`config.mk`:
```
export PLATFORM = sky130hd
export DESIGN_NAME = greedy_distance_suppression_top
export DESIGN_NICKNAME = d
export VERILOG_FILES = /design/src/hw/rtl/gds_pkg.sv /design/src/hw/rtl/gds_ctrl.sv /design/src/hw/rtl/gds_datapath.sv /design/src/hw/rtl/greedy_distance_suppression_top.sv
export SDC_FILE = /design/constraint.sdc
export NUM_CORES = 2
export LEC_CHECK = 0
export BUFFER_PORTS_ARGS = -buffer_cell sky130_fd_sc_hd__clkbuf_2
export CAP_MARGIN = 20
export CORE_MARGIN = 5
export CORE_UTILIZATION = 45
export CTS_BUF_LIST = sky130_fd_sc_hd__clkbuf_4 sky130_fd_sc_hd__clkbuf_8 sky130_fd_sc_hd__clkbuf_16
export CTS_CLUSTER_SIZE = 40
export DETAILED_ROUTE_END_ITERATION = 8
export HOLD_SLACK_MARGIN = 0.02
export MAX_ROUTING_LAYER = met4
export SYNTH_ARGS = -nofsm -noshare
export SYNTH_HDL_FRONTEND = slang
export SYNTH_SLANG_ARGS = --single-unit
```
`constraint.sdc`:
```
create_clock -name clk -period 18.83 [get_ports clk]
set_input_delay 2.8245 -clock clk [delete_from_list [all_inputs] [get_ports clk]]
set_output_delay 2.8245 -clock clk [all_outputs]
set_load 0.05 [all_outputs]
```
`src/hw/rtl/gds_pkg.sv`:
```
`timescale 1ns / 1ps

package gds_pkg;

  // Fixed field widths.
  localparam int unsigned COORD_W  = 16;
  localparam int unsigned CONF_W   = 8;
  localparam int unsigned DIST_W   = 32;
  localparam int unsigned SLOT_W   = 6;
  localparam int unsigned STATUS_W = 2;
  localparam int unsigned CFG_IDX_W = 1;

  // Configuration register indexes.
  localparam logic [CFG_IDX_W-1:0] REG_RADIUS_SQ  = 1'b0;
  localparam logic [CFG_IDX_W-1:0] REG_CONF_MIN   = 1'b1;

  // Reset values of the configuration registers.
  localparam logic [DIST_W-1:0] RADIUS_SQ_RST = 32'd41943;
  localparam logic [CONF_W-1:0] CONF_MIN_RST  = 8'd128;

  typedef enum logic [STATUS_W-1:0] {
    STATUS_ACCEPT  = 2'd0,
    STATUS_LOWCONF = 2'd1,
    STATUS_DUP     = 2'd2,
    STATUS_FULL    = 2'd3
  } status_t;

  typedef enum logic [2:0] {
    ST_IDLE,
    ST_START,
    ST_SCAN,
    ST_DRAIN,
    ST_FINISH
  } state_t;

  // Controller to datapath.
  typedef struct packed {
    logic load;    // capture the incoming request
    logic issue;   // read the next stored entry
    logic finish;  // decide, commit and load the output register
  } cmd_t;

  // Datapath to controller.
  typedef struct packed {
    logic low_conf;    // captured confidence does not exceed the threshold
    logic list_empty;  // no stored entries in this frame
    logic issue_last;  // the entry being read now is the last stored one
    logic pipe_busy;   // comparisons still in flight
    logic out_free;    // output register can take a result this cycle
  } stat_t;

endpackage

```
`src/hw/rtl/gds_ctrl.sv`:
```
`timescale 1ns / 1ps

module gds_ctrl (
  input  logic            clk,
  input  logic            rst,
  input  logic            in_valid,
  output logic            in_stall,
  input  gds_pkg::stat_t  stat,
  output gds_pkg::cmd_t   cmd
);

  gds_pkg::state_t state;
  gds_pkg::state_t state_next;

  always_ff @(posedge clk) begin
    if (rst) begin
      state <= gds_pkg::ST_IDLE;
    end else begin
      state <= state_next;
    end
  end

  always_comb begin
    state_next = state;
    cmd        = '0;
    in_stall   = 1'b1;
    case (state)
      gds_pkg::ST_IDLE: begin
        in_stall = 1'b0;
        if (in_valid) begin
          cmd.load   = 1'b1;
          state_next = gds_pkg::ST_START;
        end
      end
      gds_pkg::ST_START: begin
        if (stat.low_conf || stat.list_empty) begin
          state_next = gds_pkg::ST_FINISH;
        end else begin
          state_next = gds_pkg::ST_SCAN;
        end
      end
      gds_pkg::ST_SCAN: begin
        cmd.issue = 1'b1;
        if (stat.issue_last) begin
          state_next = gds_pkg::ST_DRAIN;
        end
      end
      gds_pkg::ST_DRAIN: begin
        if (!stat.pipe_busy) begin
          state_next = gds_pkg::ST_FINISH;
        end
      end
      gds_pkg::ST_FINISH: begin
        if (stat.out_free) begin
          cmd.finish = 1'b1;
          state_next = gds_pkg::ST_IDLE;
        end
      end
      default: begin
        state_next = gds_pkg::ST_IDLE;
      end
    endcase
  end

endmodule

```
`src/hw/rtl/gds_datapath.sv`:
```
`timescale 1ns / 1ps

module gds_datapath #(
  parameter int unsigned MAX_KEPT = 64
) (
  input  logic                                clk,
  input  logic                                rst,
  input  logic                                cfg_we,
  input  logic [gds_pkg::CFG_IDX_W-1:0]       cfg_index,
  input  logic [gds_pkg::DIST_W-1:0]          cfg_data,
  input  logic                                frame_start,
  input  logic signed [gds_pkg::COORD_W-1:0]  cand_x,
  input  logic signed [gds_pkg::COORD_W-1:0]  cand_y,
  input  logic signed [gds_pkg::COORD_W-1:0]  cand_z,
  input  logic [gds_pkg::CONF_W-1:0]          confidence,
  output logic                                out_valid,
  input  logic                                out_stall,
  output logic [gds_pkg::STATUS_W-1:0]        status,
  output logic signed [gds_pkg::COORD_W-1:0]  out_x,
  output logic signed [gds_pkg::COORD_W-1:0]  out_y,
  output logic signed [gds_pkg::COORD_W-1:0]  out_z,
  output logic [gds_pkg::SLOT_W-1:0]          slot_index,
  input  gds_pkg::cmd_t                       cmd,
  output gds_pkg::stat_t                      stat
);

  localparam int unsigned AW = (MAX_KEPT > 1) ? $clog2(MAX_KEPT) : 1;
  localparam int unsigned CW = $clog2(MAX_KEPT + 1);
  localparam int unsigned SQ_W  = 2 * gds_pkg::COORD_W;
  localparam int unsigned SUM_W = SQ_W + 1;

  // Configuration.
  logic [gds_pkg::DIST_W-1:0] radius_sq;
  logic [gds_pkg::CONF_W-1:0] confidence_min;

  always_ff @(posedge clk) begin
    if (rst) begin
      radius_sq      <= gds_pkg::RADIUS_SQ_RST;
      confidence_min <= gds_pkg::CONF_MIN_RST;
    end else if (cfg_we) begin
      case (cfg_index)
        gds_pkg::REG_RADIUS_SQ: radius_sq      <= cfg_data;
        gds_pkg::REG_CONF_MIN:  confidence_min <= cfg_data[gds_pkg::CONF_W-1:0];
        default: ;
      endcase
    end
  end

  // Captured candidate.
  logic signed [gds_pkg::COORD_W-1:0] cx;
  logic signed [gds_pkg::COORD_W-1:0] cy;
  logic signed [gds_pkg::COORD_W-1:0] cz;
  logic [gds_pkg::CONF_W-1:0]         cconf;

  always_ff @(posedge clk) begin
    if (cmd.load) begin
      cx    <= cand_x;
      cy    <= cand_y;
      cz    <= cand_z;
      cconf <= confidence;
    end
  end

  // Entry count and scan pointer.
  logic [CW-1:0] kept_count;
  logic [AW-1:0] rd_idx;
  logic          accept_now;

  always_ff @(posedge clk) begin
    if (rst) begin
      kept_count <= '0;
    end else if (cmd.load && frame_start) begin
      kept_count <= '0;
    end else if (accept_now) begin
      kept_count <= kept_count + CW'(1);
    end
  end

  always_ff @(posedge clk) begin
    if (rst || cmd.load) begin
      rd_idx <= '0;
    end else if (cmd.issue) begin
      rd_idx <= rd_idx + AW'(1);
    end
  end

  // Stored positions.
  logic signed [gds_pkg::COORD_W-1:0] kept_x [MAX_KEPT];
  logic signed [gds_pkg::COORD_W-1:0] kept_y [MAX_KEPT];
  logic signed [gds_pkg::COORD_W-1:0] rd_x;
  logic signed [gds_pkg::COORD_W-1:0] rd_y;

  always_ff @(posedge clk) begin
    if (accept_now) begin
      kept_x[kept_count[AW-1:0]] <= cx;
      kept_y[kept_count[AW-1:0]] <= cy;
    end
  end

  always_ff @(posedge clk) begin
    if (cmd.issue) begin
      rd_x <= kept_x[rd_idx];
      rd_y <= kept_y[rd_idx];
    end
  end

  // Compare pipeline: read, square, sum and compare.
  logic v1;
  logic v2;
  logic signed [gds_pkg::COORD_W:0] dx;
  logic signed [gds_pkg::COORD_W:0] dy;
  logic [gds_pkg::COORD_W-1:0]      ax;
  logic [gds_pkg::COORD_W-1:0]      ay;
  logic [SQ_W-1:0]                  sqx;
  logic [SQ_W-1:0]                  sqy;
  logic [SUM_W-1:0]                 dist_sum;
  logic                             dup;

  always_comb begin
    dx = {cx[gds_pkg::COORD_W-1], cx} - {rd_x[gds_pkg::COORD_W-1], rd_x};
    dy = {cy[gds_pkg::COORD_W-1], cy} - {rd_y[gds_pkg::COORD_W-1], rd_y};
    // The magnitude of a 16-bit difference always fits in 16 bits.
    ax = dx[gds_pkg::COORD_W] ? gds_pkg::COORD_W'(-dx) : dx[gds_pkg::COORD_W-1:0];
    ay = dy[gds_pkg::COORD_W] ? gds_pkg::COORD_W'(-dy) : dy[gds_pkg::COORD_W-1:0];
    dist_sum = SUM_W'(sqx) + SUM_W'(sqy);
  end

  always_ff @(posedge clk) begin
    if (rst || cmd.load) begin
      v1 <= 1'b0;
      v2 <= 1'b0;
    end else begin
      v1 <= cmd.issue;
      v2 <= v1;
    end
  end

  always_ff @(posedge clk) begin
    if (v1) begin
      sqx <= ax * ax;
      sqy <= ay * ay;
    end
  end

  always_ff @(posedge clk) begin
    if (rst || cmd.load) begin
      dup <= 1'b0;
    end else if (v2 && (dist_sum < SUM_W'(radius_sq))) begin
      dup <= 1'b1;
    end
  end

  // Decision.
  logic                      low_conf;
  logic                      full;
  gds_pkg::status_t          res_status;

  always_comb begin
    low_conf = (cconf <= confidence_min);
    full     = (kept_count == CW'(MAX_KEPT));
    if (low_conf) begin
      res_status = gds_pkg::STATUS_LOWCONF;
    end else if (dup) begin
      res_status = gds_pkg::STATUS_DUP;
    end else if (full) begin
      res_status = gds_pkg::STATUS_FULL;
    end else begin
      res_status = gds_pkg::STATUS_ACCEPT;
    end
    accept_now = cmd.finish && (res_status == gds_pkg::STATUS_ACCEPT);
  end

  // Output register.
  always_ff @(posedge clk) begin
    if (rst) begin
      out_valid <= 1'b0;
    end else if (cmd.finish) begin
      out_valid <= 1'b1;
    end else if (!out_stall) begin
      out_valid <= 1'b0;
    end
  end

  always_ff @(posedge clk) begin
    if (cmd.finish) begin
      status     <= res_status;
      out_x      <= cx;
      out_y      <= cy;
      out_z      <= cz;
      slot_index <= (res_status == gds_pkg::STATUS_ACCEPT) ?
                    gds_pkg::SLOT_W'(kept_count) : '0;
    end
  end

  always_comb begin
    stat.low_conf   = low_conf;
    stat.list_empty = (kept_count == '0);
    stat.issue_last = ((CW'(rd_idx) + CW'(1)) == kept_count);
    stat.pipe_busy  = v1 || v2;
    stat.out_free   = !out_valid || !out_stall;
  end

endmodule

```
`src/hw/rtl/greedy_distance_suppression_top.sv`:
```
`timescale 1ns / 1ps

// Greedy distance suppression of object candidates.
// A candidate request enters on the input channel (in_valid / in_stall) with
// its position, confidence and a frame start flag. A set frame start flag
// empties the list of kept entries before that candidate is judged. One
// result request leaves on the output channel (out_valid / out_stall) for
// every candidate: accepted with its slot, low confidence, duplicate or
// dropped because the list is full. The user writes registers via cfg_we,
// cfg_index and cfg_data only while the block is idle; nothing enforces it.
// After a candidate is accepted the sequencer steps through START, SCAN,
// DRAIN and FINISH. SCAN reads the kept entries one after another through
// the single read port of the list memory, DRAIN waits for the compare
// pipeline to empty and FINISH commits once the output register is free; a
// candidate at or below the floor, or one meeting an empty list, goes from
// START to FINISH. The input stays stalled until the sequencer is idle again.
// A finished result waits in the output register, so the next candidate is
// taken and scanned while the receiver stalls; only its final commit waits
// for the register to free up. Reset empties the list, clears both channels
// and restores the default distance and confidence thresholds.
module greedy_distance_suppression_top #(
  parameter int unsigned MAX_KEPT = 64
) (
  input  logic                                clk,
  input  logic                                rst,
  input  logic                                cfg_we,
  input  logic [gds_pkg::CFG_IDX_W-1:0]       cfg_index,
  input  logic [gds_pkg::DIST_W-1:0]          cfg_data,
  input  logic                                in_valid,
  output logic                                in_stall,
  input  logic                                frame_start,
  input  logic signed [gds_pkg::COORD_W-1:0]  cand_x,
  input  logic signed [gds_pkg::COORD_W-1:0]  cand_y,
  input  logic signed [gds_pkg::COORD_W-1:0]  cand_z,
  input  logic [gds_pkg::CONF_W-1:0]          confidence,
  output logic                                out_valid,
  input  logic                                out_stall,
  output logic [gds_pkg::STATUS_W-1:0]        status,
  output logic signed [gds_pkg::COORD_W-1:0]  out_x,
  output logic signed [gds_pkg::COORD_W-1:0]  out_y,
  output logic signed [gds_pkg::COORD_W-1:0]  out_z,
  output logic [gds_pkg::SLOT_W-1:0]          slot_index
);

  // Commands and status between the sequencer and the datapath.
  gds_pkg::cmd_t  cmd;
  gds_pkg::stat_t stat;

  gds_ctrl u_ctrl (
    .clk      (clk),
    .rst      (rst),
    .in_valid (in_valid),
    .in_stall (in_stall),
    .stat     (stat),
    .cmd      (cmd)
  );

  gds_datapath #(
    .MAX_KEPT (MAX_KEPT)
  ) u_datapath (
    .clk         (clk),
    .rst         (rst),
    .cfg_we      (cfg_we),
    .cfg_index   (cfg_index),
    .cfg_data    (cfg_data),
    .frame_start (frame_start),
    .cand_x      (cand_x),
    .cand_y      (cand_y),
    .cand_z      (cand_z),
    .confidence  (confidence),
    .out_valid   (out_valid),
    .out_stall   (out_stall),
    .status      (status),
    .out_x       (out_x),
    .out_y       (out_y),
    .out_z       (out_z),
    .slot_index  (slot_index),
    .cmd         (cmd),
    .stat        (stat)
  );

endmodule

```
Yosys cells after proc, flatten, opt, wreduce, memory -nomap -nowiden. Memories as Yosys holds them, arrays and structs flattened. A register that Yosys moved wholly into a read port is not among the register bits. Cells that the tools add are included.

$add $sub $neg: 8. Multipliers: 2. Order comparisons: 2. Equal/unequal tests: 11. Mux-type cells: 21. Bitwise operators: 1. Reduce and logical (&&, ||, !) cells: 16.

Operators with widths (count): $mul A16 B16 Y32 (2); $sub A16 B16 Y17 (2); $add A32 B32 Y33 (1); $lt A33 B32 Y1 (1); $mux W16 (2); $neg A16 Y16 (2); $mux W3 (5); $pmux W3 S5 (1); $mux W1 (10); $le A8 B8 Y1 (1); $ne A2 B2 Y1 const B (4); $add A6 B1 Y7 const B (1); $add A7 B1 Y7 const B (1); $eq A7 B7 Y1 (1); $eq A7 B7 Y1 const B (1); $logic_not A7 Y1 (1); $add A6 B1 Y6 const B (1); $eq A3 B2 Y1 const B (2); $mux W2 (3); $logic_or A1 B1 Y1 (4); $reduce_and A2 Y1 (2); $reduce_and A4 Y1 (1); $eq A3 B1 Y1 const B (1); $eq A3 B3 Y1 const B (1); 7 further kinds (10).

Register bits after elaboration: 236. RAM bits: 2048. Output and inout port bits: 58. Word-level logic and storage cells: 83. Memories: 2.

Memory list: u_datapath.kept_x (words 64, width 16, rd ports 1, clocked after Yosys merged registers in 1, write ports 1, RTL line gds_datapath.sv:88) `logic signed [gds_pkg::COORD_W-1:0] kept_x [MAX_KEPT];`; u_datapath.kept_y (words 64, width 16, rd ports 1, clocked after Yosys merged registers in 1, write ports 1, RTL line gds_datapath.sv:89) `logic signed [gds_pkg::COORD_W-1:0] kept_y [MAX_KEPT];`.

Longest topological paths before layout.
Word-level depth: 8. Gate-level depth with buffers: 39. Gate-level depth less buffers: 37.

Hierarchy. From an unflattened synthesis, not the netlist that was laid out.

Cells, all modules: 5785. Area, all modules: 105015.7 µm².

Modules (own cells, without submodules): gds_datapath (instances 1, cells an instance 5763, area an instance 104836.8 µm², sequential area each 68826.0 µm²); gds_ctrl (instances 1, cells an instance 22, area an instance 178.9 µm², sequential area each 60.1 µm²).

Worst setup path after synthesis. No wires, ideal clock.

Path type: input -> register. Start: input port out_stall. End: memory u_datapath.kept_x[39][0] in the netlist's numbering (enable). Arrival: 10.070 ns. Data required time: 18.317 ns. Slack: 8.246 ns. Cell stages on the path: 6. Path buffers: 2. Cell sequence: a21oi_1 and4b_1 clkbuf_1 nand4_1 clkbuf_1 nor4b_1.

Longest elaborated chain between the ends: 7.

RTL lines: start: declaration (RTL line greedy_distance_suppression_top.sv:37) `input logic out_stall,`; $logic_not A1 Y1; $logic_or A1 B1 Y1 (RTL line gds_datapath.sv:200) `stat.out_free = !out_valid || !out_stall;`; $mux W1 (RTL line gds_ctrl.sv:54) `if (stat.out_free) begin`; $mux W1 (RTL line gds_ctrl.sv:27) `case (state)`; $logic_and A1 B1 Y1 (RTL line gds_datapath.sv:170) `accept_now = cmd.finish && (res_status == gds_pkg::STATUS_ACCEPT);`; $mux W1 (RTL line gds_datapath.sv:94) `if (accept_now) begin`; $mux W1 (not written as such) (RTL line gds_datapath.sv:95) `kept_x[kept_count[AW-1:0]] <= cx;`; end: declaration (RTL line gds_datapath.sv:88).

No other way between the ends.

Worst setup path after layout.
Start: register u_datapath.cx[0] in the netlist's numbering. End: register u_datapath.sqx[31], data pin.

Longest elaborated chain between the ends: 4.

RTL lines: start: declaration (RTL line gds_datapath.sv:50) `logic signed [gds_pkg::COORD_W-1:0] cx;`; start signal: assignment (RTL line gds_datapath.sv:57) `cx <= cand_x;`; $sub A16 B16 Y17 * (RTL line gds_datapath.sv:120) `dx = {cx[gds_pkg::COORD_W-1], cx} - {rd_x[gds_pkg::COORD_W-1], rd_x};`; $neg A16 Y16 (RTL line gds_datapath.sv:123) `ax = dx[gds_pkg::COORD_W] ? gds_pkg::COORD_W'(-dx) : dx[gds_pkg::COORD_W-1:0];`; $mux W16 * (RTL line gds_datapath.sv:123); $mul A16 B16 Y32 * (RTL line gds_datapath.sv:140) `sqx <= ax * ax;`; end signal: assignment (RTL line gds_datapath.sv:140); end: declaration (RTL line gds_datapath.sv:114) `logic [SQ_W-1:0] sqx;`.

Every way passes the cells marked *; elsewhere a longest branch is shown, timed or not. A chain may end at the register's enable or synchronous reset.

==> results.toml <==
[run_status]
status = "complete, no violations"

[cts]
cts_buffer_depth = 3
clkSinkCount = 2314
clk_pin_slew_ns = 0.07
cts_setup_buffers = 0
cts-hold-fix-buffers = 0
cts_max_level = 4
clk_latency_ns = 0.89
post_cts_resized = 0
cts_tree = "done"
cts_buffers = 221
root_buffer = "clkbuf_16"

[logic_synthesis]
yosys_register_bits = 2314
yosysSeqAreaShare_pct = 65.51
syn_area_sq_mm = 0.1051
ys_types = 95
synth_top_flop_cell = "edfxtp_1"
async_reset_ff_share_pct = 0
syn_area_per_cell_sq_um = 18.11
synth_cells = 5807
syn-num-nets = 6529
synth_top_cell_area_share_pct = 64.37
synth_warnings = 0
synthTopCellsByArea = "edfxtp_1, mux4_2, fa_1"
synth_top_area_cell = "edfxtp_1"
synth_edf_count = 2254

[sta]
slew_headroom_pct = 22.42
fmax_mhz = 91.62
hold_viol_final = 0
finalWorstSetupSlack_ns = 7.915
rsz0062_at_grt = "false"
period_needed_ns = 10.91
maxSlewViolCount = 0
finalSetupTns_ns = 0
setup-violations-final = 0
fin_crit_sh_pct = 57.97
skew_ns = 0.06211
tightest_slew_ns = 1.164
worst_hold_slack_ns = 0.4209

[critical_path]
start_kind = "register"
cp_max_fo = 66
path_common_cell = "fa_1"
crit_required_ns = 19.41
cp-end-kind = "register"
slowest_delay_ns = 0.81
criticalPathCategory = "reg2reg"
critical_path_arrival_ns = 11.49
crit_path_top_delay_cell = "a2111oi_0"

[route]
post_drt_wl_per_cell_um = 30.25
drc_errors = 0
viasPerCell = 5.879
finalWirelength_um = 283700
dr.first_iter.drc_count = 6011
via_count = 55130
ant_nets = 0
drt-pass1-iter-count = 5

[die]
die_w_um = 493.4
core-area_sq_mm = 0.2325
dieArea_sq_mm = 0.2434
initial_utilization_pct = 45.22
pin_count = 153
die_h_um = 493.4
row_count = 177

[grt]
grt_use_met3_pct = 3.681
grt_use_met1_pct = 32.88
track_usage_pct = 24.08
grtUsageMet2_pct = 38.30
grt_max_degree = 123
grt_pass1_vias = 56700
grt_pass1_wl_um = 408400
gr-total-overflow = 0
antenna_found_initial = 23
top_usage_layer = "met2"

[layout]
syn_to_final_growth_pct = 12.43
drive_gt1_share_pct = 23.18
final_common_cell = "edfxtp_1"
nets = 6851
layout_common_cells = "edfxtp_1, mux4_2, inv_1"

[place]
place.gp.congestion = 0.9183
port_buffers = 152
hpwl_um = 172200
pre_cts_ws_ns = 7.999

[flow_run]
maxCapViolCount = 0

[worst_hold_path]
hp-class = "reg2reg"
==> per-stage QoR <==
step                      util (%)  std cells  instance area, sq um
final                        50.84       9378                118200
after CTS                    50.81       9364                118100
after global routing         50.83       9372                118200
after global placement       47.61       8946                110700
after floorplan                  -       5807                105100
after detailed placement     47.61       8946                110700
==> final timing paths <==
kind	slack (ns)	cells past startpoint	endpoint	startpoint
worst max-delay path	7.92	33	u_datapath.sqx[31]	u_datapath.cx[0]
worst min-delay path	0.42	0	u_datapath.out_z[6]	u_datapath.cz[6]
worst max register to register	7.92	33	u_datapath.sqx[31]	u_datapath.cx[0]
worst min register to register	0.42	0	u_datapath.out_z[6]	u_datapath.cz[6]
==> worst max-delay path, delay by kind of cell (launching register included) <==
kind	cells	cell delay (ns)
flops	1	0.32
fa+ha+maj	9	3.80
xor+xnor	2	0.91
compound gates	11	3.22
buf+inv	6	1.57
simple gates	5	0.73
==> flip-flops by register name, indices dropped and copies added, names as in the netlist, 7 cells and up <==
signal	cells
u_datapath.kept_x	1024
u_datapath.kept_y	1024
u_datapath.radius_sq	32
u_datapath.sqx	31
u_datapath.sqy	31
u_datapath.cx	16
u_datapath.cy	16
u_datapath.cz	16
u_datapath.out_x	16
u_datapath.out_y	16
u_datapath.out_z	16
u_datapath.rd_x	16
u_datapath.rd_y	16
u_datapath.cconf	8
u_datapath.confidence_min	8
u_datapath.kept_count	7
==> routing by layer <==
metal	wire length (um)	share of wire (%)
met1	116900	41
met2	138000	49
met3	20680	7.3
met5	0	0
met4	8026	2.8
==> synthesized netlist by cell type, drive strengths merged (16+ instances only) <==
cell type,instances
nand4,16
buf,61
ha,300
nor3,43
nand2,255
a21oi,128
edfxtp,2254
nor2b,24
and3,16
o21ai,80
nand2b,20
nand3,42
and2,36
xor2,56
a21o,55
clkbuf,159
fa,327
mux4,665
xnor2,83
o21a,29
nor2,289
inv,590
dfxtp,60
==> cell families after synthesis <==
logic type	share of synthesized area, %
flip-flops	65.51
multiplexers	14.43
adder cells (fa/ha/maj)	9.796
AND/OR/NAND/NOR	3.447
buffers and inverters	2.920
XOR/XNOR	1.186
AO/OA/AOI/OAI	2.710
==> area by class of cell <==
type                            instances  area, sq um
Fill cell                           18800       114300
Sequential cell                      2314        68910
Multi-Input combinational cell       2676        33690
Clock buffer                          263         5894
Tap cell                             3043         3807
Inverter                              597         2241
Timing Repair Buffer                  319         2102
Clock inverter                        155         1545
Antenna cell                           11        27.53
Power is not shown: default switching activity piles up to over one toggle a cycle in this logic, so the estimate is an artifact.
